$ cat config.mk
export PLATFORM = sky130hd
export DESIGN_NAME = timeslice_max_counter_scheduler_unit
export DESIGN_NICKNAME = d
export VERILOG_FILES = /design/src/hdl/tmcs_pkg.sv /design/src/hdl/tmcs_core.sv /design/src/hdl/timeslice_max_counter_scheduler_unit.sv
export VERILOG_INCLUDE_DIRS = /design/src /design/src/hdl
export SDC_FILE = /design/constraint.sdc
export NUM_CORES = 1
export LEC_CHECK = 0
export ABC_CLOCK_PERIOD_IN_PS = 4500
export BUFFER_PORTS_ARGS = -buffer_cell sky130_fd_sc_hd__clkbuf_2
export CAP_MARGIN = 20
export CORE_MARGIN = 8
export CORE_UTILIZATION = 63
export DETAILED_ROUTE_END_ITERATION = 8
export PLACE_DENSITY = 0.84
export SYNTH_ARGS = -nofsm -noshare
export SYNTH_HDL_FRONTEND = slang
export SYNTH_SLANG_ARGS = --single-unit
$ cat constraint.sdc
create_clock -name aclk -period 4.5 [get_ports aclk]
set_clock_uncertainty 0.05 [all_clocks]
set_input_delay 0.9 -clock aclk [delete_from_list [all_inputs] [get_ports aclk]]
set_output_delay 0.9 -clock aclk [all_outputs]
set_load 0.05 [all_outputs]
$ cat src/hdl/timeslice_max_counter_scheduler_unit_assert.svh
// ----------------------------------------------------------------------------
// Scheduler assertion macros
// Clocked assertion shorthands shared by the scheduler RTL.
// ----------------------------------------------------------------------------
`ifndef TIMESLICE_MAX_COUNTER_SCHEDULER_UNIT_ASSERT_SVH
`define TIMESLICE_MAX_COUNTER_SCHEDULER_UNIT_ASSERT_SVH

`ifndef NO_ASSERTIONS
// same-cycle implication, checked outside reset
`define TMCS_ASSERT(lbl, ante, cons, msg) \
    lbl: assert property (@(posedge aclk) disable iff (!aresetn) (ante) |-> (cons)) \
        else $error(msg);
// next-cycle implication, checked outside reset
`define TMCS_ASSERT_NEXT(lbl, ante, cons, msg) \
    lbl: assert property (@(posedge aclk) disable iff (!aresetn) (ante) |=> (cons)) \
        else $error(msg);
`else
`define TMCS_ASSERT(lbl, ante, cons, msg)
`define TMCS_ASSERT_NEXT(lbl, ante, cons, msg)
`endif

`endif

$ cat src/hdl/tmcs_pkg.sv
// ----------------------------------------------------------------------------
// Scheduler package
// Field widths, action and status codes, sequencer states and the
// request/result bundles passed between the stream wrapper and the core.
// ----------------------------------------------------------------------------
package tmcs_pkg;

    localparam int ACTION_W      = 2;
    localparam int SLOT_FIELD_W  = 4;
    localparam int SLICE_FIELD_W = 10;
    localparam int COUNT_FIELD_W = 5;
    localparam int STATUS_W      = 2;

    typedef enum logic [ACTION_W-1:0] {
        ACT_TICK   = 2'd0,
        ACT_SCHED  = 2'd1,
        ACT_ADD    = 2'd2,
        ACT_REMOVE = 2'd3
    } action_t;

    typedef enum logic [STATUS_W-1:0] {
        STAT_OK             = 2'd0,
        STAT_ADD_REFUSED    = 2'd1,
        STAT_REMOVE_REFUSED = 2'd2
    } status_t;

    typedef enum logic [3:0] {
        ST_IDLE,
        ST_DISPATCH,
        ST_TICK_WR,
        ST_SCHED_CHK,
        ST_UNLINK,
        ST_APPEND,
        ST_SCAN,
        ST_DONE
    } seq_state_t;

    typedef struct packed {
        action_t                  action;
        logic [SLOT_FIELD_W-1:0]  task_slot;
        logic [SLICE_FIELD_W-1:0] time_slice;
    } req_t;

    typedef struct packed {
        logic [SLOT_FIELD_W-1:0]  running_slot;
        logic                     running_idle;
        logic                     switched;
        logic                     resched_needed;
        status_t                  status;
        logic [COUNT_FIELD_W-1:0] queued_count;
    } res_t;

endpackage

$ cat src/hdl/tmcs_core.sv
// ----------------------------------------------------------------------------
// Scheduler core
// Run-queue, counter and timeslice memories under a small sequencer. The
// queue-order memory is streamed one entry per cycle for unlinking and for
// the largest-counter scan, which shares a single compare unit.
// ----------------------------------------------------------------------------
`include "timeslice_max_counter_scheduler_unit_assert.svh"

module tmcs_core #(
    parameter int TASK_SLOTS = 16,
    parameter int COUNT_BITS = 10
) (
    input  logic           aclk,
    input  logic           aresetn,
    input  logic           req_valid,
    output logic           req_ready,
    input  tmcs_pkg::req_t req_in,
    output logic           res_valid,
    input  logic           res_ready,
    output tmcs_pkg::res_t res
);
    import tmcs_pkg::*;

    localparam int SB = $clog2(TASK_SLOTS);
    localparam int LB = $clog2(TASK_SLOTS + 1);

    // sequencer and control state
    seq_state_t              state_reg, state_next;
    logic [SB-1:0]           cur_slot_reg, cur_slot_next;
    logic                    cur_idle_reg, cur_idle_next;
    logic [LB-1:0]           len_reg, len_next;
    logic [TASK_SLOTS-1:0]   queued_reg, queued_next;
    logic [TASK_SLOTS-1:0]   resched_reg, resched_next;
    logic                    p1_reg, p1_next;
    logic                    p2_reg, p2_next;

    // payload state
    req_t                    req_reg, req_next;
    logic [LB-1:0]           ri_reg, ri_next;
    logic [LB-1:0]           wj_reg, wj_next;
    logic [SB-1:0]           target_reg, target_next;
    logic [COUNT_BITS-1:0]   best_reg, best_next;
    logic                    found_reg, found_next;
    logic [SB-1:0]           pick_reg, pick_next;
    logic [SB-1:0]           s2_reg, s2_next;
    status_t                 status_reg, status_next;
    logic                    sw_reg, sw_next;

    // memories
    logic [SB-1:0]         order_mem [TASK_SLOTS];
    logic [COUNT_BITS-1:0] ctr_mem   [TASK_SLOTS];
    logic [COUNT_BITS-1:0] slc_mem   [TASK_SLOTS];

    logic                  order_we;
    logic [SB-1:0]         order_wa, order_wd, order_ra, order_rd;
    logic                  ctr_we;
    logic [SB-1:0]         ctr_wa, ctr_ra;
    logic [COUNT_BITS-1:0] ctr_wd, ctr_rd;
    logic                  slc_we;
    logic [COUNT_BITS-1:0] slc_rd;

    // request decode
    logic [SB-1:0]         req_idx;
    logic                  slot_ok, len_full, add_ok, rm_ok;
    logic [COUNT_BITS-1:0] slice_in, ctr_dec;
    logic                  unlink_done, scan_done, better;

    assign req_idx     = SB'(req_reg.task_slot);
    assign slot_ok     = (32'(req_reg.task_slot) < TASK_SLOTS);
    assign len_full    = (len_reg >= LB'(TASK_SLOTS));
    assign add_ok      = slot_ok && !queued_reg[req_idx] && !len_full;
    assign rm_ok       = slot_ok && queued_reg[req_idx];
    assign slice_in    = COUNT_BITS'(req_reg.time_slice);
    assign ctr_dec     = (ctr_rd == '0) ? '0 : ctr_rd - 1'b1;
    assign unlink_done = (ri_reg == len_reg) && !p1_reg;
    assign scan_done   = (ri_reg == len_reg) && !p1_reg && !p2_reg;
    assign better      = !found_reg || (ctr_rd > best_reg);

    // memory ports: one write, one registered read each
    always_ff @(posedge aclk) begin
        if (order_we) begin
            order_mem[order_wa] <= order_wd;
        end
        order_rd <= order_mem[order_ra];
    end

    always_ff @(posedge aclk) begin
        if (ctr_we) begin
            ctr_mem[ctr_wa] <= ctr_wd;
        end
        ctr_rd <= ctr_mem[ctr_ra];
    end

    always_ff @(posedge aclk) begin
        if (slc_we) begin
            slc_mem[req_idx] <= slice_in;
        end
        slc_rd <= slc_mem[cur_slot_reg];
    end

    // next state
    always_comb begin
        state_next = state_reg;
        case (state_reg)
            ST_IDLE: begin
                if (req_valid) begin
                    state_next = ST_DISPATCH;
                end
            end
            ST_DISPATCH: begin
                case (req_reg.action)
                    ACT_TICK:   state_next = cur_idle_reg ? ST_DONE : ST_TICK_WR;
                    ACT_ADD:    state_next = ST_DONE;
                    ACT_REMOVE: state_next = rm_ok ? ST_UNLINK : ST_DONE;
                    ACT_SCHED: begin
                        state_next = (!cur_idle_reg && queued_reg[cur_slot_reg]) ?
                                     ST_SCHED_CHK : ST_SCAN;
                    end
                    default:    state_next = ST_DONE;
                endcase
            end
            ST_TICK_WR:   state_next = ST_DONE;
            ST_SCHED_CHK: state_next = (ctr_rd == '0) ? ST_UNLINK : ST_SCAN;
            ST_UNLINK: begin
                if (unlink_done) begin
                    state_next = (req_reg.action == ACT_SCHED) ? ST_APPEND : ST_DONE;
                end
            end
            ST_APPEND: state_next = ST_SCAN;
            ST_SCAN: begin
                if (scan_done) begin
                    state_next = ST_DONE;
                end
            end
            ST_DONE: begin
                if (res_ready) begin
                    state_next = ST_IDLE;
                end
            end
            default: state_next = ST_IDLE;
        endcase
    end

    // datapath and memory controls
    always_comb begin
        req_next      = req_reg;
        cur_slot_next = cur_slot_reg;
        cur_idle_next = cur_idle_reg;
        len_next      = len_reg;
        queued_next   = queued_reg;
        resched_next  = resched_reg;
        p1_next       = p1_reg;
        p2_next       = p2_reg;
        ri_next       = ri_reg;
        wj_next       = wj_reg;
        target_next   = target_reg;
        best_next     = best_reg;
        found_next    = found_reg;
        pick_next     = pick_reg;
        s2_next       = s2_reg;
        status_next   = status_reg;
        sw_next       = sw_reg;
        order_we      = 1'b0;
        order_wa      = SB'(len_reg);
        order_wd      = req_idx;
        order_ra      = SB'(ri_reg);
        ctr_we        = 1'b0;
        ctr_wa        = cur_slot_reg;
        ctr_wd        = ctr_dec;
        ctr_ra        = cur_slot_reg;
        slc_we        = 1'b0;

        case (state_reg)
            ST_IDLE: begin
                if (req_valid) begin
                    req_next = req_in;
                end
            end
            ST_DISPATCH: begin
                status_next = STAT_OK;
                sw_next     = 1'b0;
                ri_next     = '0;
                wj_next     = '0;
                p1_next     = 1'b0;
                p2_next     = 1'b0;
                found_next  = 1'b0;
                case (req_reg.action)
                    ACT_ADD: begin
                        if (add_ok) begin
                            slc_we               = 1'b1;
                            ctr_we               = 1'b1;
                            ctr_wa               = req_idx;
                            ctr_wd               = slice_in;
                            resched_next[req_idx] = 1'b0;
                            queued_next[req_idx]  = 1'b1;
                            order_we             = 1'b1;
                            len_next             = len_reg + 1'b1;
                        end else begin
                            status_next = STAT_ADD_REFUSED;
                        end
                    end
                    ACT_REMOVE: begin
                        if (rm_ok) begin
                            queued_next[req_idx] = 1'b0;
                            target_next          = req_idx;
                        end else begin
                            status_next = STAT_REMOVE_REFUSED;
                        end
                    end
                    ACT_SCHED: begin
                        target_next = cur_slot_reg;
                        if (!cur_idle_reg) begin
                            resched_next[cur_slot_reg] = 1'b0;
                        end
                    end
                    default: begin
                        // tick: counter read of the current slot is already addressed
                    end
                endcase
            end
            ST_TICK_WR: begin
                ctr_we = 1'b1;
                if (ctr_dec == '0) begin
                    resched_next[cur_slot_reg] = 1'b1;
                end
            end
            ST_SCHED_CHK: begin
                // expired slice: reload the counter, then requeue at the tail
                if (ctr_rd == '0) begin
                    ctr_we = 1'b1;
                    ctr_wd = slc_rd;
                end
            end
            ST_UNLINK: begin
                // compact the queue, dropping the target slot
                if (ri_reg < len_reg) begin
                    ri_next = ri_reg + 1'b1;
                    p1_next = 1'b1;
                end else begin
                    p1_next = 1'b0;
                end
                if (p1_reg && (order_rd != target_reg)) begin
                    order_we = 1'b1;
                    order_wa = SB'(wj_reg);
                    order_wd = order_rd;
                    wj_next  = wj_reg + 1'b1;
                end
                if (unlink_done) begin
                    len_next = wj_reg;
                    ri_next  = '0;
                end
            end
            ST_APPEND: begin
                order_we = 1'b1;
                order_wd = target_reg;
                len_next = len_reg + 1'b1;
            end
            ST_SCAN: begin
                // three-step stream: order read, counter read, compare
                if (ri_reg < len_reg) begin
                    ri_next = ri_reg + 1'b1;
                    p1_next = 1'b1;
                end else begin
                    p1_next = 1'b0;
                end
                ctr_ra  = order_rd;
                s2_next = order_rd;
                p2_next = p1_reg;
                if (p2_reg && better) begin
                    best_next  = ctr_rd;
                    pick_next  = s2_reg;
                    found_next = 1'b1;
                end
                if (scan_done) begin
                    cur_idle_next = !found_reg;
                    cur_slot_next = found_reg ? pick_reg : '0;
                    sw_next       = found_reg ? (cur_idle_reg || (cur_slot_reg != pick_reg))
                                              : !cur_idle_reg;
                end
            end
            default: begin
            end
        endcase
    end

    // handshake and result outputs
    always_comb begin
        req_ready          = (state_reg == ST_IDLE);
        res_valid          = (state_reg == ST_DONE);
        res.running_slot   = cur_idle_reg ? '0 : SLOT_FIELD_W'(cur_slot_reg);
        res.running_idle   = cur_idle_reg;
        res.switched       = sw_reg;
        res.resched_needed = !cur_idle_reg && resched_reg[cur_slot_reg];
        res.status         = status_reg;
        res.queued_count   = COUNT_FIELD_W'(len_reg);
    end

    // control registers
    always_ff @(posedge aclk) begin
        if (!aresetn) begin
            state_reg    <= ST_IDLE;
            cur_slot_reg <= '0;
            cur_idle_reg <= 1'b1;
            len_reg      <= '0;
            queued_reg   <= '0;
            resched_reg  <= '0;
            p1_reg       <= 1'b0;
            p2_reg       <= 1'b0;
        end else begin
            state_reg    <= state_next;
            cur_slot_reg <= cur_slot_next;
            cur_idle_reg <= cur_idle_next;
            len_reg      <= len_next;
            queued_reg   <= queued_next;
            resched_reg  <= resched_next;
            p1_reg       <= p1_next;
            p2_reg       <= p2_next;
        end
    end

    // payload registers
    always_ff @(posedge aclk) begin
        req_reg    <= req_next;
        ri_reg     <= ri_next;
        wj_reg     <= wj_next;
        target_reg <= target_next;
        best_reg   <= best_next;
        found_reg  <= found_next;
        pick_reg   <= pick_next;
        s2_reg     <= s2_next;
        status_reg <= status_next;
        sw_reg     <= sw_next;
    end

    `TMCS_ASSERT(a_len_bound, 1'b1, len_reg <= LB'(TASK_SLOTS), "queue length above slot count")
    `TMCS_ASSERT(a_len_matches, state_reg == ST_IDLE, $countones(queued_reg) == int'(len_reg), "queue length differs from queued slots")
    `TMCS_ASSERT(a_pick_queued, state_reg == ST_DONE && req_reg.action == ACT_SCHED && !cur_idle_reg, queued_reg[cur_slot_reg], "scheduled task not in run queue")
    `TMCS_ASSERT_NEXT(a_res_hold, state_reg == ST_DONE && !res_ready, state_reg == ST_DONE && $stable(res), "result changed while waiting")

endmodule

$ cat src/hdl/timeslice_max_counter_scheduler_unit.sv
// ----------------------------------------------------------------------------
// Timeslice max-counter scheduler
// Stream wrapper around the scheduler core with a registered result stage.
// ----------------------------------------------------------------------------
// One transfer in gives one transfer out. Each action is taken whole before
// the next is accepted; the run-queue memory is walked one entry per cycle.
// A schedule that rotates the current task unlinks it from the queue over
// the queued entries through the read pipeline, appends it at the tail,
// then scans the queued entries for the largest counter through the shared
// compare unit. A schedule that does not rotate the current task skips
// unlink and append and goes straight to the largest-counter scan.
// A finished result sits in the output register, and the next transfer can
// be accepted while it waits. No clearing pass runs after reset.
module timeslice_max_counter_scheduler_unit #(
    parameter int TASK_SLOTS = 16,
    parameter int COUNT_BITS = 10
) (
    input  logic        aclk,
    input  logic        aresetn,
    input  logic        s_tvalid,
    output logic        s_tready,
    input  logic [15:0] s_tdata,   // task_slot[3:0], time_slice[13:4], zero[15:14]
    input  logic [1:0]  s_tuser,   // action[1:0]
    output logic        m_tvalid,
    input  logic        m_tready,
    output logic [15:0] m_tdata    // running_slot[3:0], running_idle[4], switched[5],
                                   // resched_needed[6], status[8:7],
                                   // queued_count[13:9], zero[15:14]
);
    import tmcs_pkg::*;

    req_t        req;
    res_t        res;
    logic        res_valid, res_ready, req_ready;
    logic        m_tvalid_reg, m_tvalid_next;
    logic [15:0] m_tdata_reg, m_tdata_next;

    // unpack the input transfer
    assign req.action     = action_t'(s_tuser);
    assign req.task_slot  = s_tdata[3:0];
    assign req.time_slice = s_tdata[13:4];
    assign s_tready       = req_ready;

    tmcs_core #(
        .TASK_SLOTS (TASK_SLOTS),
        .COUNT_BITS (COUNT_BITS)
    ) u_core (
        .aclk      (aclk),
        .aresetn   (aresetn),
        .req_valid (s_tvalid),
        .req_ready (req_ready),
        .req_in    (req),
        .res_valid (res_valid),
        .res_ready (res_ready),
        .res       (res)
    );

    // result register: free when empty or being drained
    assign res_ready = !m_tvalid_reg || m_tready;

    always_comb begin
        m_tvalid_next = m_tvalid_reg;
        m_tdata_next  = m_tdata_reg;
        if (res_ready) begin
            m_tvalid_next = res_valid;
            if (res_valid) begin
                m_tdata_next = {2'b00, res.queued_count, res.status, res.resched_needed,
                                res.switched, res.running_idle, res.running_slot};
            end
        end
    end

    always_ff @(posedge aclk) begin
        if (!aresetn) begin
            m_tvalid_reg <= 1'b0;
        end else begin
            m_tvalid_reg <= m_tvalid_next;
        end
    end

    always_ff @(posedge aclk) begin
        m_tdata_reg <= m_tdata_next;
    end

    assign m_tvalid = m_tvalid_reg;
    assign m_tdata  = m_tdata_reg;

endmodule
==> summary.md <==
| Metric | Value |
|---|---|
| CTS tree | built |
| Setup crit end kind | flop |
| FFs w/ async S/R, synth | 0% |
| YS warnings | 0 |
| Synth Area in Adders | 1.083% |
| Wirelength per Cell | roughly 26 um |
| CP max-delay cell | nor2_1 |
| Static Leak | 7.875 nW |
| Slew margin rel. | 26.94% |
| Chip height | between 200 and 250 um |
| Top cell type's share of synthesized area | 61.58% |
| Period minus WS final | 3.755 ns |
| Pwr per Cell Area | ~540 nW/um2 |
| Clock Sinks | 522 |
| Largest regs | u_core.ctr_mem: 160 flops, u_core.slc_mem: 160 flops, u_core.order_mem: 64 flops |
| Post-Synth XOR/XNOR Area | less than 1% |
| Number of detailed-route iterations in the first pass | 7 |
| Outcome | completed |
| Port buffer count | 35 |
| Initial DRC count | 1796 |
| Drt drc | 0 |
| Detail Route Antenna Nets | 0 |
| Setup TNS | 0 ns |
| Nets | between 1000 and 1500 |
| Arr. time, crit path | ~3.9 ns |
| Final wirelength | 49.50 mm |
| Crit path launch type | flop |
| Most common flop cell mapped by yosys | edfxtp_1 |
| Clock transition at path regs | 0.06 ns |
| F_max | between 200 and 300 MHz |
| CP Data Required Time | 4.63 ns |
| Vias in the first global route | 13240 |
| EDFF count, synth | 450 |
| # hold bufs at CTS | 0 |
| Initial core utilization | 63.68% |
| Design Power | about 13 mW |
| Area grow syn2layout | 10.95% |
| Htree depth | 2 |
| Period Utilization, post-route | 83.45% |
| CTS max path bufs | 3 |
| Layout cell share with drive strength beyond 1 | about a fifth |
| Worst Hold Class | reg2reg |
| Distinct cells, synth | 75 |
| Flops & latches, synth | approximately 520 |
| Avg Inst Size Synth | 15.79 um2 |
| IO Count | 40 |
| Gpl congestion | roughly 0.90 |
| Root buffer cell | clkbuf_16 |
| Slew Viols, Final | 0 |
| DPL Wire Length | between 30 and 40 mm |
| ANT cells | 0 |
| Resized Gates After CTS | 0 |
| Simple-gate share of the synthesized area | 7.641% |
| Core ar. | ~34000 um2 |
| GRT Residual Overflow | 0 |
| Leading post-synthesis cells by cell area | edfxtp_1 62%, mux4_2 13%, dfxtp_1 6.6%, nor2_1 1.8%, nand2_1 1.6% |
| Global-route wire length before repair | a little under 80 mm |
| Hold Violations, Final | 0 |
| Hold path depth | 0 |
| Synthesized area | around 22000 um2 |
| Hold_ws | 0.3793 ns |
| Worst skew pair latency | 0.58 ns |
| Worst path max stage delay | a little over 0.8 ns |
| Synth area leader | edfxtp_1 |
| Maximum number of pins on one net before global-route repair | 64 |
| Antenna violations before repair | 1 |
| Die area | approximately 40000 um2 |
| Setup Crit Path Kind | reg2reg |
| Critical Path Fanout Max | 18 |
| Max Cap Viol | 0 |
| Peak VDD IR | 0.4648 mV |
| GRT Total Usage | 24.13% |
| Die outline width | 202.6 um |
| Seq/Total Area, Yosys | 68.15% |
| Multiplexer share of the synthesized area | 13.99% |
| Cells after Synth | 1390 |
| Main combinational cell family by area after synthesis | multiplexers |
| Setup bufs post-CTS | 0 |
| Total CTS buffers | around 50 |
| Compound-cell area share of the yosys netlist | approximately 6.2% |
| RSZ-0062 raised after global routing | false |
| Worst path cell trace | nor4_1 > a22oi_4 > nand2b_1 > buf_4 > nor2_1 |
| Final setup vio count | 0 |
| Row count | 68 |
| Worst Reg-to-Reg Cells | 5 |
| Post-DR vias/cell | 6.833 |
| Slew @ Worst Pin | 1.094 ns |
| Detailed-route via count | 13190 |
[area by class of cell]
cell class                      instances  area [um2]
Timing Repair Buffer                   77       503.0
Tap cell                              455       569.3
Multi-Input combinational cell        747        6511
Inverter                               39       146.4
Clock inverter                         27       326.6
Sequential cell                       522       14960
Fill cell                            2012       10110
Clock buffer                           63        1330
[worst max-delay path: cells and delay by family (launching register included)]
kind / cells / cell delay, ns
compound gates: 1 / 0.22
buf+inv: 1 / 0.37
flops: 1 / 0.62
simple gates: 3 / 2.10
[layout by cell type, fill, tap and decap left out, types with 30 or more instances in the layout]
| master | n |
|---|---|
| a21oi_1 | 45 |
| buf_4 | 41 |
| clkbuf_16 | 50 |
| clkbuf_2 | 35 |
| dfxtp_1 | 70 |
| edfxtp_1 | 450 |
| inv_1 | 38 |
| mux2i_1 | 30 |
| mux4_2 | 122 |
| nand2_1 | 95 |
| nand3_1 | 34 |
| nor2_1 | 106 |
| nor3_1 | 34 |
| o21ai_0 | 39 |
[synth_stat cells, types with 13 or more instances]
master / n
edfxtp_1: 450
mux4_2: 122
nor2_1: 106
nand2_1: 95
dfxtp_1: 72
a21oi_1: 46
clkbuf_1: 40
o21ai_0: 39
inv_1: 38
nand3_1: 34
nor3_1: 34
mux2i_1: 31
buf_2: 22
a211oi_1: 20
a22oi_1: 20
ha_1: 19
nor2b_1: 17
buf_1: 13
nor4_1: 13
[layer usage]
layer | track usage, % | up-vias | share of wire, %
met5 | 0 | - | 0
met4 | 8.081 | 0 | 3.1
met3 | 4.128 | 152 | 9.3
met2 | 39.90 | 923 | 49
met1 | 32.44 | 6547 | 38
li1 | - | 5565 | -
[through the flow]
step                worst slack (ns)  area (um2)  utilization (%)  instances
finish                        0.7446       24350            70.65       1930
global route                  0.5594       24350            70.65       1930
CTS                           0.7363       24350            70.65       1930
detailed placement            0.7573       22690            65.85       1840
global placement              0.9406       22690            65.85       1840
floorplan                      1.208       21950                -       1391
[cells by family after synthesis]
| logic type | count (synthesis) |
|---|---|
| buf+inv | 122 |
| xor+xnor | 13 |
| compound gates | 203 |
| simple gates | 356 |
| other cells | 1 |
| fa+ha+maj | 19 |
| mux | 154 |
| flops | 522 |
[power breakdown]
group	switching [mW]	total, mW	leakage [nW]	internal, mW
Sequential	0.470	6.54	4.65	6.07
Combinational	1.60	2.44	2.41	0.840
Clock	1.75	4.25	0.815	2.50
[worst paths after layout]
| check | slack, ns | endpoint | start |
|---|---|---|---|
| min | 0.38 | u_core.pick_reg[1] | u_core.s2_reg[1] |
| max | 0.74 | u_core.slc_mem[11][0] | u_core.req_idx[3] |
| max reg2reg | 0.74 | u_core.slc_mem[11][0] | u_core.req_idx[3] |
| min reg2reg | 0.38 | u_core.pick_reg[1] | u_core.s2_reg[1] |
Power figures use the tool's default switching activity.
